File: config.mk
export PLATFORM = sky130hd
export DESIGN_NAME = light_mode_controller
export DESIGN_NICKNAME = d
export VERILOG_FILES = /design/src/rtl/lmc_pkg.sv /design/src/rtl/lmc_step.sv /design/src/rtl/light_mode_controller.sv
export SDC_FILE = /design/constraint.sdc
export NUM_CORES = 1
export LEC_CHECK = 0
export BUFFER_PORTS_ARGS = -buffer_cell sky130_fd_sc_hd__buf_2
export CORE_MARGIN = 5
export CORE_UTILIZATION = 45
export DETAILED_ROUTE_END_ITERATION = 8
export GPL_TIMING_DRIVEN = 0
export SYNTH_ARGS = -nofsm -noshare
export SYNTH_HDL_FRONTEND = slang
export SYNTH_SLANG_ARGS = --single-unit
File: constraint.sdc
create_clock -name clk -period 7.7 [get_ports clk]
set_input_delay 0.77 -clock clk [delete_from_list [all_inputs] [get_ports clk]]
set_output_delay 0.77 -clock clk [all_outputs]
set_load 0.01 [all_outputs]
File: src/rtl/lmc_pkg.sv
`default_nettype none

package lmc_pkg;

	typedef enum logic [1:0] {
		OP_POWER  = 2'd0,
		OP_SAMPLE = 2'd1,
		OP_TICK   = 2'd2
	} op_t;

	typedef enum logic [2:0] {
		REG_LEVEL_MOON    = 3'd0,
		REG_LEVEL_LOW     = 3'd1,
		REG_LEVEL_MED     = 3'd2,
		REG_LEVEL_HIGH    = 3'd3,
		REG_LEVEL_HIGHER  = 3'd4,
		REG_LOW_THRESHOLD = 3'd5,
		REG_CRIT_THRESHOLD = 3'd6,
		REG_SAVE_DELAY    = 3'd7
	} cfg_reg_t;

	localparam int unsigned CFG_INDEX_W = 3;
	localparam int unsigned CFG_DATA_W  = 10;

	localparam logic [3:0] MODE_LOWEST = 4'd0;
	localparam logic [3:0] SOLID_END   = 4'd5;
	localparam logic [3:0] DUAL_END    = 4'd8;
	localparam logic [3:0] SINGLE_MODE = 4'd8;
	localparam logic [3:0] BATT_MODE   = 4'd9;

	localparam logic [7:0] EMPTY_BYTE  = 8'd255;
	localparam logic [1:0] LOW_SAMPLES = 2'd3;
	localparam logic [9:0] HOLD_TIME   = 10'd1000;
	localparam logic [9:0] TIMER_MAX   = 10'd1023;

	localparam logic [12:0] BEACON_CYCLE  = 13'd1000;
	localparam logic [12:0] FLASH_PERIOD  = 13'd70;
	localparam logic [12:0] FLASH_ON      = 13'd5;
	localparam int unsigned FLASH_COUNT   = 4;
	localparam logic [12:0] SINGLE_SECOND = 13'd250;
	localparam logic [12:0] BATT_DARK     = 13'd1000;
	localparam logic [12:0] BLINK_PERIOD  = 13'd500;
	localparam logic [12:0] BLINK_ON      = 13'd100;
	localparam logic [12:0] BATT_TAIL     = 13'd1000;
	localparam int unsigned BATT_STEPS    = 5;

	localparam logic [7:0] BATT_LEVELS [BATT_STEPS] = '{
		8'd139, 8'd154, 8'd164, 8'd174, 8'd184
	};

	typedef struct packed {
		logic [7:0] level_moon;
		logic [7:0] level_low;
		logic [7:0] level_med;
		logic [7:0] level_high;
		logic [7:0] level_higher;
		logic [7:0] low_threshold;
		logic [7:0] critical_threshold;
		logic [9:0] save_delay;
	} cfg_t;

	typedef struct packed {
		logic [3:0]  mode_now;
		logic [1:0]  low_count;
		logic [12:0] phase_ms;
		logic [2:0]  blink_total;
		logic [7:0]  last_voltage;
		logic [9:0]  save_timer;
		logic        saved_done;
		logic        is_off;
		logic [9:0]  hold_ms;
	} state_t;

	typedef struct packed {
		logic       shut_off;
		logic [7:0] save_value;
		logic       save_request;
		logic [3:0] mode_index;
		logic [7:0] pwm_level;
	} result_t;

	// Battery check cycle length for a given number of blinks.
	function automatic logic [12:0] batt_cycle(input logic [2:0] blinks);
		logic [12:0] len;
		case (blinks)
			3'd0:    len = BATT_DARK + BATT_TAIL;
			3'd1:    len = BATT_DARK + BATT_TAIL + BLINK_PERIOD;
			3'd2:    len = BATT_DARK + BATT_TAIL + 13'd2 * BLINK_PERIOD;
			3'd3:    len = BATT_DARK + BATT_TAIL + 13'd3 * BLINK_PERIOD;
			3'd4:    len = BATT_DARK + BATT_TAIL + 13'd4 * BLINK_PERIOD;
			default: len = BATT_DARK + BATT_TAIL + 13'd5 * BLINK_PERIOD;
		endcase
		return len;
	endfunction

endpackage

`default_nettype wire

File: src/rtl/lmc_step.sv
`default_nettype none

module lmc_step (
	input  wire lmc_pkg::cfg_t    cfg,
	input  wire lmc_pkg::state_t  st,
	input  wire lmc_pkg::op_t     op,
	input  wire logic [7:0]       stored_byte,
	input  wire logic [7:0]       voltage,
	output lmc_pkg::state_t       st_next,
	output lmc_pkg::result_t      res
);

	function automatic logic [7:0] solid_level(input lmc_pkg::cfg_t c, input logic [3:0] m);
		logic [7:0] lvl;
		case (m)
			4'd0:    lvl = c.level_moon;
			4'd1:    lvl = c.level_low;
			4'd2:    lvl = c.level_med;
			4'd3:    lvl = c.level_high;
			4'd4:    lvl = c.level_higher;
			default: lvl = 8'd0;
		endcase
		return lvl;
	endfunction

	logic [6:0]  mode_raw;
	logic [3:0]  power_mode;
	logic [7:0]  thr;
	logic [2:0]  cnt;
	logic [9:0]  timer;
	logic [13:0] next_phase;
	logic [12:0] clen;
	logic [2:0]  blinks;
	logic [12:0] p;
	logic [12:0] q;
	logic        flash;
	logic        blink_on;
	logic [7:0]  level;
	logic        save_req;
	logic [7:0]  save_val;

	always_comb begin
		blinks = 3'd0;
		for (int i = 0; i < lmc_pkg::BATT_STEPS; i++) begin
			if (st.last_voltage > lmc_pkg::BATT_LEVELS[i]) begin
				blinks = blinks + 3'd1;
			end
		end
	end

	always_comb begin
		mode_raw = {1'b0, stored_byte[5:0]} + {6'd0, stored_byte[6]};
		if (stored_byte == lmc_pkg::EMPTY_BYTE || mode_raw > {3'd0, lmc_pkg::BATT_MODE}) begin
			power_mode = lmc_pkg::MODE_LOWEST;
		end else begin
			power_mode = mode_raw[3:0];
		end
	end

	always_comb begin
		if (st.mode_now < lmc_pkg::SOLID_END) begin
			clen = 13'd1;
		end else if (st.mode_now < lmc_pkg::BATT_MODE) begin
			clen = lmc_pkg::BEACON_CYCLE;
		end else begin
			clen = lmc_pkg::batt_cycle(st.blink_total);
		end
	end

	always_comb begin
		st_next = st;
		save_req = 1'b0;
		save_val = 8'd0;
		thr = (st.mode_now == lmc_pkg::MODE_LOWEST) ? cfg.critical_threshold : cfg.low_threshold;
		cnt = (voltage < thr) ? {1'b0, st.low_count} + 3'd1 : 3'd0;
		timer = (st.save_timer < lmc_pkg::TIMER_MAX) ? st.save_timer + 10'd1 : st.save_timer;
		next_phase = {1'b0, st.phase_ms} + 14'd1;
		if (next_phase >= {1'b0, clen}) begin
			next_phase = 14'd0;
		end
		case (op)
			lmc_pkg::OP_POWER: begin
				st_next.mode_now = power_mode;
				st_next.low_count = 2'd0;
				st_next.phase_ms = 13'd0;
				st_next.blink_total = 3'd0;
				st_next.hold_ms = 10'd0;
				st_next.save_timer = 10'd0;
				st_next.saved_done = 1'b0;
				st_next.is_off = 1'b0;
				save_req = 1'b1;
				save_val = {4'd0, power_mode} | 8'h40;
			end
			lmc_pkg::OP_SAMPLE: begin
				if (!st.is_off && st.hold_ms == 10'd0) begin
					st_next.last_voltage = voltage;
					st_next.low_count = cnt[1:0];
					if (cnt >= {1'b0, lmc_pkg::LOW_SAMPLES}) begin
						st_next.low_count = 2'd0;
						if (st.mode_now == lmc_pkg::MODE_LOWEST) begin
							st_next.is_off = 1'b1;
						end else begin
							if (st.mode_now == lmc_pkg::SINGLE_MODE ||
							    st.mode_now == lmc_pkg::SOLID_END) begin
								st_next.mode_now = lmc_pkg::MODE_LOWEST;
							end else begin
								st_next.mode_now = st.mode_now - 4'd1;
							end
							st_next.hold_ms = lmc_pkg::HOLD_TIME;
							st_next.phase_ms = 13'd0;
							st_next.blink_total = 3'd0;
						end
					end
				end
			end
			lmc_pkg::OP_TICK: begin
				if (!st.is_off) begin
					if (!st.saved_done) begin
						st_next.save_timer = timer;
						if (timer >= cfg.save_delay) begin
							st_next.saved_done = 1'b1;
							save_req = 1'b1;
							save_val = {4'd0, st.mode_now};
						end
					end
					if (st.hold_ms != 10'd0) begin
						st_next.hold_ms = st.hold_ms - 10'd1;
					end else begin
						st_next.phase_ms = next_phase[12:0];
						if (st.mode_now == lmc_pkg::BATT_MODE &&
						    next_phase[12:0] == lmc_pkg::BATT_DARK) begin
							st_next.blink_total = blinks;
						end
					end
				end
			end
			default: begin
			end
		endcase
	end

	always_comb begin
		p = st_next.phase_ms;
		q = p - lmc_pkg::BATT_DARK;
		flash = 1'b0;
		for (int k = 0; k < lmc_pkg::FLASH_COUNT; k++) begin
			if (p >= 13'(k) * lmc_pkg::FLASH_PERIOD &&
			    p < 13'(k) * lmc_pkg::FLASH_PERIOD + lmc_pkg::FLASH_ON) begin
				flash = 1'b1;
			end
		end
		blink_on = 1'b0;
		for (int k = 0; k < lmc_pkg::BATT_STEPS; k++) begin
			if (3'(k) < st_next.blink_total &&
			    q >= 13'(k) * lmc_pkg::BLINK_PERIOD &&
			    q < 13'(k) * lmc_pkg::BLINK_PERIOD + lmc_pkg::BLINK_ON) begin
				blink_on = 1'b1;
			end
		end
		if (st_next.is_off) begin
			level = 8'd0;
		end else if (st_next.hold_ms != 10'd0) begin
			if (st_next.mode_now < lmc_pkg::SOLID_END) begin
				level = solid_level(cfg, st_next.mode_now);
			end else if (st_next.mode_now < lmc_pkg::DUAL_END) begin
				level = solid_level(cfg, st_next.mode_now - lmc_pkg::SOLID_END);
			end else begin
				level = 8'd0;
			end
		end else if (st_next.mode_now < lmc_pkg::SOLID_END) begin
			level = solid_level(cfg, st_next.mode_now);
		end else if (st_next.mode_now < lmc_pkg::DUAL_END) begin
			if (flash) begin
				level = solid_level(cfg, st_next.mode_now - 4'd3);
			end else begin
				level = solid_level(cfg, st_next.mode_now - lmc_pkg::SOLID_END);
			end
		end else if (st_next.mode_now == lmc_pkg::SINGLE_MODE) begin
			level = (p == 13'd0 || p == lmc_pkg::SINGLE_SECOND) ? cfg.level_higher : 8'd0;
		end else if (p < lmc_pkg::BATT_DARK) begin
			level = 8'd0;
		end else begin
			level = blink_on ? cfg.level_med : 8'd0;
		end
		res.pwm_level = level;
		res.mode_index = st_next.mode_now;
		res.save_request = save_req;
		res.save_value = save_val;
		res.shut_off = st_next.is_off;
	end

endmodule

`default_nettype wire

File: src/rtl/light_mode_controller.sv
// A request waits in the event register, then its result is loaded into the output register.
// Throughput: one request per cycle; the event register and the result register each take
// a new request whenever the stage after them is free or being emptied in the same cycle.
// Reset: arst_n clears all control state and loads the register defaults; the light starts dark
// with shut_off set until the first power-on request.
`default_nettype none

module light_mode_controller (
	input  wire logic        clk,
	input  wire logic        arst_n,
	input  wire logic        s_axis_tvalid,
	output logic             s_axis_tready,
	input  wire logic [15:0] s_axis_tdata,  // stored_byte, voltage
	input  wire logic [1:0]  s_axis_tuser,  // op
	output logic             m_axis_tvalid,
	input  wire logic        m_axis_tready,
	// pwm_level, mode_index, save_request, save_value, shut_off, zero fill
	output logic [23:0]      m_axis_tdata,
	input  wire logic        cfg_we,
	input  wire logic [lmc_pkg::CFG_INDEX_W-1:0] cfg_index,
	input  wire logic [lmc_pkg::CFG_DATA_W-1:0]  cfg_data
);

	lmc_pkg::cfg_t    cfg_q;
	lmc_pkg::state_t  st_q;
	lmc_pkg::state_t  st_next;
	lmc_pkg::result_t res;
	lmc_pkg::result_t out_q;
	lmc_pkg::op_t     op_s1;
	logic [7:0]       stored_byte_s1;
	logic [7:0]       voltage_s1;
	logic             valid_s1;
	logic             out_valid_q;
	logic             adv;

	assign adv = valid_s1 && (!out_valid_q || m_axis_tready);
	assign s_axis_tready = !valid_s1 || adv;
	assign m_axis_tvalid = out_valid_q;
	assign m_axis_tdata = {2'b00, out_q};

	always_ff @(posedge clk or negedge arst_n) begin
		if (!arst_n) begin
			cfg_q.level_moon <= 8'd6;
			cfg_q.level_low <= 8'd14;
			cfg_q.level_med <= 8'd39;
			cfg_q.level_high <= 8'd120;
			cfg_q.level_higher <= 8'd255;
			cfg_q.low_threshold <= 8'd123;
			cfg_q.critical_threshold <= 8'd113;
			cfg_q.save_delay <= 10'd1000;
		end else if (cfg_we) begin
			unique case (lmc_pkg::cfg_reg_t'(cfg_index))
				lmc_pkg::REG_LEVEL_MOON:     cfg_q.level_moon <= cfg_data[7:0];
				lmc_pkg::REG_LEVEL_LOW:      cfg_q.level_low <= cfg_data[7:0];
				lmc_pkg::REG_LEVEL_MED:      cfg_q.level_med <= cfg_data[7:0];
				lmc_pkg::REG_LEVEL_HIGH:     cfg_q.level_high <= cfg_data[7:0];
				lmc_pkg::REG_LEVEL_HIGHER:   cfg_q.level_higher <= cfg_data[7:0];
				lmc_pkg::REG_LOW_THRESHOLD:  cfg_q.low_threshold <= cfg_data[7:0];
				lmc_pkg::REG_CRIT_THRESHOLD: cfg_q.critical_threshold <= cfg_data[7:0];
				lmc_pkg::REG_SAVE_DELAY:     cfg_q.save_delay <= cfg_data;
				default: begin
				end
			endcase
		end
	end

	always_ff @(posedge clk or negedge arst_n) begin
		if (!arst_n) begin
			valid_s1 <= 1'b0;
		end else if (s_axis_tready) begin
			valid_s1 <= s_axis_tvalid;
		end
	end

	always_ff @(posedge clk) begin
		if (s_axis_tready && s_axis_tvalid) begin
			op_s1 <= lmc_pkg::op_t'(s_axis_tuser);
			stored_byte_s1 <= s_axis_tdata[7:0];
			voltage_s1 <= s_axis_tdata[15:8];
		end
	end

	lmc_step u_step (
		.cfg         (cfg_q),
		.st          (st_q),
		.op          (op_s1),
		.stored_byte (stored_byte_s1),
		.voltage     (voltage_s1),
		.st_next     (st_next),
		.res         (res)
	);

	always_ff @(posedge clk or negedge arst_n) begin
		if (!arst_n) begin
			st_q.mode_now <= 4'd0;
			st_q.low_count <= 2'd0;
			st_q.phase_ms <= 13'd0;
			st_q.blink_total <= 3'd0;
			st_q.last_voltage <= 8'd0;
			st_q.save_timer <= 10'd0;
			st_q.saved_done <= 1'b1;
			st_q.is_off <= 1'b1;
			st_q.hold_ms <= 10'd0;
			out_valid_q <= 1'b0;
		end else if (adv) begin
			st_q <= st_next;
			out_valid_q <= 1'b1;
		end else if (m_axis_tready) begin
			out_valid_q <= 1'b0;
		end
	end

	always_ff @(posedge clk) begin
		if (adv) begin
			out_q <= res;
		end
	end

`ifndef ASSERT_OFF
	a_power_on: assert property (@(posedge clk) disable iff (!arst_n)
		adv && op_s1 == lmc_pkg::OP_POWER |=> !st_q.is_off && st_q.mode_now <= lmc_pkg::BATT_MODE)
		else $error("power-on request did not leave the light on in a legal mode");
	a_result_loaded: assert property (@(posedge clk) disable iff (!arst_n)
		adv |=> out_valid_q)
		else $error("processed request produced no result");
	a_off_tick: assert property (@(posedge clk) disable iff (!arst_n)
		adv && op_s1 == lmc_pkg::OP_TICK && st_q.is_off |=> $stable(st_q))
		else $error("tick changed state while the light was off");
	a_off_dark: assert property (@(posedge clk) disable iff (!arst_n)
		adv && st_next.is_off |=> out_q.pwm_level == 8'd0 && out_q.shut_off)
		else $error("light reported on while shut off");
`endif

endmodule

`default_nettype wire
## Word level (Yosys, flattened, before mapping)

Index checks and enable logic that the tools add are counted.

- Register bits after elaboration: 160
- Input bits: 36
- Output and inout bits: 26
- Logic and storage cells: 232

- Add/subtract/negate cells: 13
- Magnitude comparators: 39
- Equal/unequal tests: 35
- Multiplexer cells: 66
- Reduce and logical (&&, ||, !) cells: 52

Operators with widths:

| operator | number |
|---|---|
| case mux 8 bit (5 select lines) | 3 |
| 2-to-1 mux 8 bit | 13 |
| case mux 13 bit (5 select lines) | 1 |
| 2-to-1 mux 16 bit | 3 |
| case mux 16 bit (3 select lines) | 1 |
| 2-to-1 mux 11 bit | 4 |
| > comparator 8 bit (second input constant) | 5 |
| 2-to-1 mux 10 bit | 4 |
| 2-to-1 mux 13 bit | 3 |
| 2-to-1 mux 30 bit | 1 |
| case mux 10 bit (3 select lines) | 1 |
| >= comparator 13 x 1 -> 1 bit (second input constant) | 2 |
| >= comparator 13 x 11 -> 1 bit (second input constant) | 2 |
| >= comparator 13 x 8 -> 1 bit (second input constant) | 2 |
| < comparator 13 x 10 -> 1 bit (second input constant) | 2 |
| < comparator 13 x 11 -> 1 bit (second input constant) | 2 |
| < comparator 13 x 7 -> 1 bit (second input constant) | 2 |
| < comparator 13 x 8 -> 1 bit (second input constant) | 2 |
| equality test 4 x 2 -> 1 bit (second input constant) | 6 |
| 2-to-1 mux 22 bit | 1 |
| case mux 11 bit (2 select lines) | 1 |
| nonzero test 10 bit | 2 |
| logical AND 1 bit | 18 |
| 2-to-1 mux 3 bit | 6 |
| other kinds (56) | 118 |

## Longest topological paths before layout

- Depth in word-level cells: 29
- Gate-level depth with buffers: 24
- Gate-level depth less buffers: 22

## Cells and area by module

A second synthesis with hierarchy kept.

- Cell total of the unflattened synthesis: 1147
- Area, all modules: 11402.2 um2

By module, submodules not included:

| module | instances | cells an instance | area an instance (um2) | seq. area each (um2) |
|---|---|---|---|---|
| light_mode_controller | 1 | 307 | 5816.8 | 4252.8 |
| lmc_step | 1 | 840 | 5585.4 | 0.0 |

## Worst setup path before layout

Ideal clock, no wire load.

- Path type: flip-flop to flip-flop
- From: register st_q[48] in the netlist's numbering
- To: register out_q (netlist bit m_axis_tdata[7]), data pin
- Library setup time: 0.259 ns
- Arrival: 5.398 ns
- Required time: 7.441 ns
- Path slack: 2.043 ns
- Stages on the path, launching flop included: 23
- Buffers on the path: 3
- Period minus slack after synthesis: 5.657 ns
- Cell sequence: dfrtp_1 clkbuf_1 inv_1 ha_1 nor3b_2 clkbuf_1 mux2i_1 ha_1 a211oi_1 o221ai_1 nor3_1 a21oi_1 a211oi_2 inv_2 ha_1 nand4b_1 a211o_1 nand4_2 and2_4 buf_6 mux2_4 o2111a_1 a211o_1

RTL lines:

| element | RTL line | text |
|---|---|---|
| from (decl) | light_mode_controller.sv:25 | `lmc_pkg::state_t st_q;` |
| from (signal assigned) | light_mode_controller.sv:106 | `st_q <= st_next;` |
| to (signal assigned) | light_mode_controller.sv:115 | `out_q <= res;` |
| to (decl) | light_mode_controller.sv:28 | `lmc_pkg::result_t out_q;` |

## Worst setup path in the final report

- From: register st_q[48] in the netlist's numbering
- To: register out_q (netlist bit m_axis_tdata[1]), data pin

- Word-level cells in the longest chain between the ends: 25
- Elaborated cells between the ends (all ways): 119
- Classes of those cells: 4 x add/sub; 31 x order compare; 18 x eq/ne; 43 x mux; 23 x reduce/logical

RTL lines:

| element |
|---|
| branches (longest 25 deep; another with >= comparator 14 x 13 -> 1 bit) |

Several ways; the timed one is not identified. The select of a mux whose other input is x is not followed.
A chain may end at the register's enable or synchronous reset.

==> results.tsv <==
metric	value	unit
largest family of logic cells by synthesized area	compound AO/OA/AOI/OAI gates	
EDFF count, synth	36	
most frequent cells in the layout	104 x nand2_1, 81 x mux2_2, 81 x dfrtp_1, 74 x o21ai_0, 67 x buf_2	
Post-synth ARST share	0.769	
fin area	12600	um^2
CTS tree	done	
RR Startpoint	st_q[48]	
worst hold slack	0.217	ns
Synth top area share	0.179	
routed vias/inst	6.31	
Die ar.	28400	um^2
Netlist Area Pre-Place	11300	um^2
vias in the first global route	9667	
RSZ-0062 raised after global routing	no	
total grt overflow	0	
TritonCTS Sinks	156	
Crit Path Class	flip-flop to flip-flop	
clk_skew	0.0182	ns
first-pass GRT wire length	54400	um
most common cell after layout, fill and taps aside	nand2_1	
xor/xnor share of the synthesized area	0.0194	
# IOs	62	
final setup violation count	0	
Final Hold Viols	0	
worst-path fanout max	10	
share of layout cells above drive strength 1	0.227	
max-slew violation count	0	
# nets final	1345	
Arr. time, crit path	7.29	ns
Slowest-stage cell, CP	a211oi_2	
n_diodes	0	
hold buffers post-CTS	0	
Post-CTS Setup Inserts	0	
DR vias	10130	
die width	168	um
final setup TNS	0	ns
flops & latches, synth	156	
CP max stage delay	0.53	ns
Max-cap violations	0	
Top delay family on crit path	compound AO/OA/AOI/OAI gates	
Area contributors post-synth	dfrtp_1 18%, edfxtp_1 9.6%, dfstp_2 9.1%, mux2_2 8.1%, ha_1 5.2%	
min-delay worst type	input port to asynchronous set/reset pin	
CP required	7.83	ns
P&R area growth vs syn	11.8	%
Max Fclk	0.140	GHz
row count	58	
synth unique cells	103	
core footprint	25000	um^2
Reg area	4130	um^2
area of the multi-input gates	6690	um^2
worst-path cell chain	clkbuf_1 -> inv_1 -> ha_1 -> nor3b_2 -> clkbuf_2 -> mux2i_1 -> ha_1 -> a211oi_1 -> o221ai_1 -> nor3_1 -> a21oi_1 -> a211oi_4 -> ha_1 -> inv_1 -> nand3_1 -> o22ai_1 -> and2_1 -> nand2_1 -> o2bb2a_1 -> nor2b_1 -> o21a_1 -> a211oi_2 -> o22ai_1	
PD cells	238	nW/um^2
Root Buffer	clkbuf_16	
post_cts resized	0	
synth warn	0	
FILL cells	2341	
min Tclk post-route	7.16	ns
GPL Wtd Cong	0.933	
DP HPWL	24900	um
post-synthesis compound-gate area fraction	0.232	
antenna violations before repair	0	
Slew headroom	0.132	
initial core utilization	0.452	
WL final	33700	um
Post-DP Area	12000	um^2
clk buf depth	2	
Adder-Cell Fraction of Synth Area	0.0521	
H-tree depth	4	
final worst-path cycle share	0.930	
DRT iter0 DRCs	996	
iteration count of the initial detailed-routing pass	8	
cts bufs inserted	17	
Post-synth top flop	dfrtp_1	
FF-to-FF setup slack	0.54	ns
clk_lat worst skew	0.44	ns
Synth area leader	dfrtp_1	
Critical Path Most Common Cell	ha_1	
Port Buf Inserts	51	
worst-margin pin slew	1.29	ns
Syn Inst Count	1186	
critical path startpoint category	flip-flop	
Clock transition at path regs	0.07	ns
status	completed	
Total GRT Usage	0.239	
WP buf/inv	4	
Final ANT Viol Nets	0	
Post-Synth Simple-Gate Area	0.182	
multiplexer share of the synthesized area	0.104	
Post-route DRC	0	
maximum VDD drop	0.000124	V
WL per Instance	21.0	um
leakage	5.10	nW
CP endpoint kind	flip-flop	
Die H	168	um
largest net degree at the start of global routing	95	
CP startpoint	st_q[48]	
sequential area share after synthesis	0.366	
syn_area_per_cell	9.52	um^2
-- layout make-up --
class                   instances  area share
plain buffers                  65      0.0269
repair buffers                 53      0.0235
flip-flops and latches        156       0.327
well taps                     330      0.0327
clock inverters                12     0.00981
multi-input cells             925       0.530
inverters                      44      0.0131
clock buffers                  20      0.0363
-- worst paths after layout --
path | end | cells after the start
worst max-delay path | m_axis_tdata[1] | 23
worst min register to register | m_axis_tvalid | 1
worst min-delay path | st_q[35] | 1
min in group clk | m_axis_tvalid | 1
worst max register to register | m_axis_tdata[1] | 23
max in group asynchronous | cfg_q[53] | 2
-- metal layers --
layer / up-vias / track usage / routed length (um)
met5: - / 0 / 0
met4: 0 / 0.0826 / 916
met3: 67 / 0.0343 / 2340
met2: 421 / 0.368 / 15200
met1: 4918 / 0.344 / 15300
li1: 4724 / - / -
-- cells by family (layout without fill, tap and decap cells) --
family	after synthesis	after routing
simple gates	382	382
compound gates	359	359
flops	156	156
buf+inv	109	194
mux	107	107
fa+ha+maj	47	47
xor+xnor	25	25
other cells	1	5
-- where the power goes --
| group | total [W] | internal (W) | switching [W] |
|---|---|---|---|
| logic | 0.000950 | 0.000401 | 0.000548 |
| clock network | 0.000862 | 0.000475 | 0.000387 |
| registers | 0.00119 | 0.00103 | 0.000154 |
-- flip-flops by register name, indices dropped and copies added, names as in the netlist --
signal,flops
cfg_q,66
st_q,52
m_axis_tvalid,1
op_s1,2
m_axis_tdata,19
valid_s1,1
voltage_s1,8
stored_byte_s1,7
-- stage by stage --
stage          setup slack [ns]  std cells  total power [W]  utilization
2_1_floorplan              2.04       1190          0.00185            -
3_3_place_gp              0.198       1571          0.00211        0.480
3_5_place_dp              0.208       1573          0.00214        0.482
4_1_cts                   0.199       1605          0.00300        0.505
5_1_grt                   0.127       1605          0.00317        0.506
6_report                  0.539       1605          0.00300        0.506
-- cell usage after synthesis (15+ instances only) --
cell type  count
o21ai_0       74
nand4_1       20
dfstp_2       39
nand3_1       39
mux2i_1       25
mux2_2        81
nand2_1      104
a22o_1        20
nor2_1        49
xnor2_1       15
edfxtp_1      36
clkbuf_1      32
nor4_1        19
nand2b_1      18
a21oi_1       49
buf_2         17
a21o_1        18
ha_1          47
nor3_1        38
o211ai_1      24
dfrtp_1       81
inv_1         38
-- worst register-to-register path: cells and delay by family, from the launching register on --
kind	cells	cell delay, ns
buffers and inverters	4	0.94
AO/OA/AOI/OAI	9	2.78
adder cells (fa/ha/maj)	3	0.96
flip-flops	1	0.40
multiplexers	1	0.33
AND/OR/NAND/NOR	6	1.45
Power figures use the tool's default switching activity.
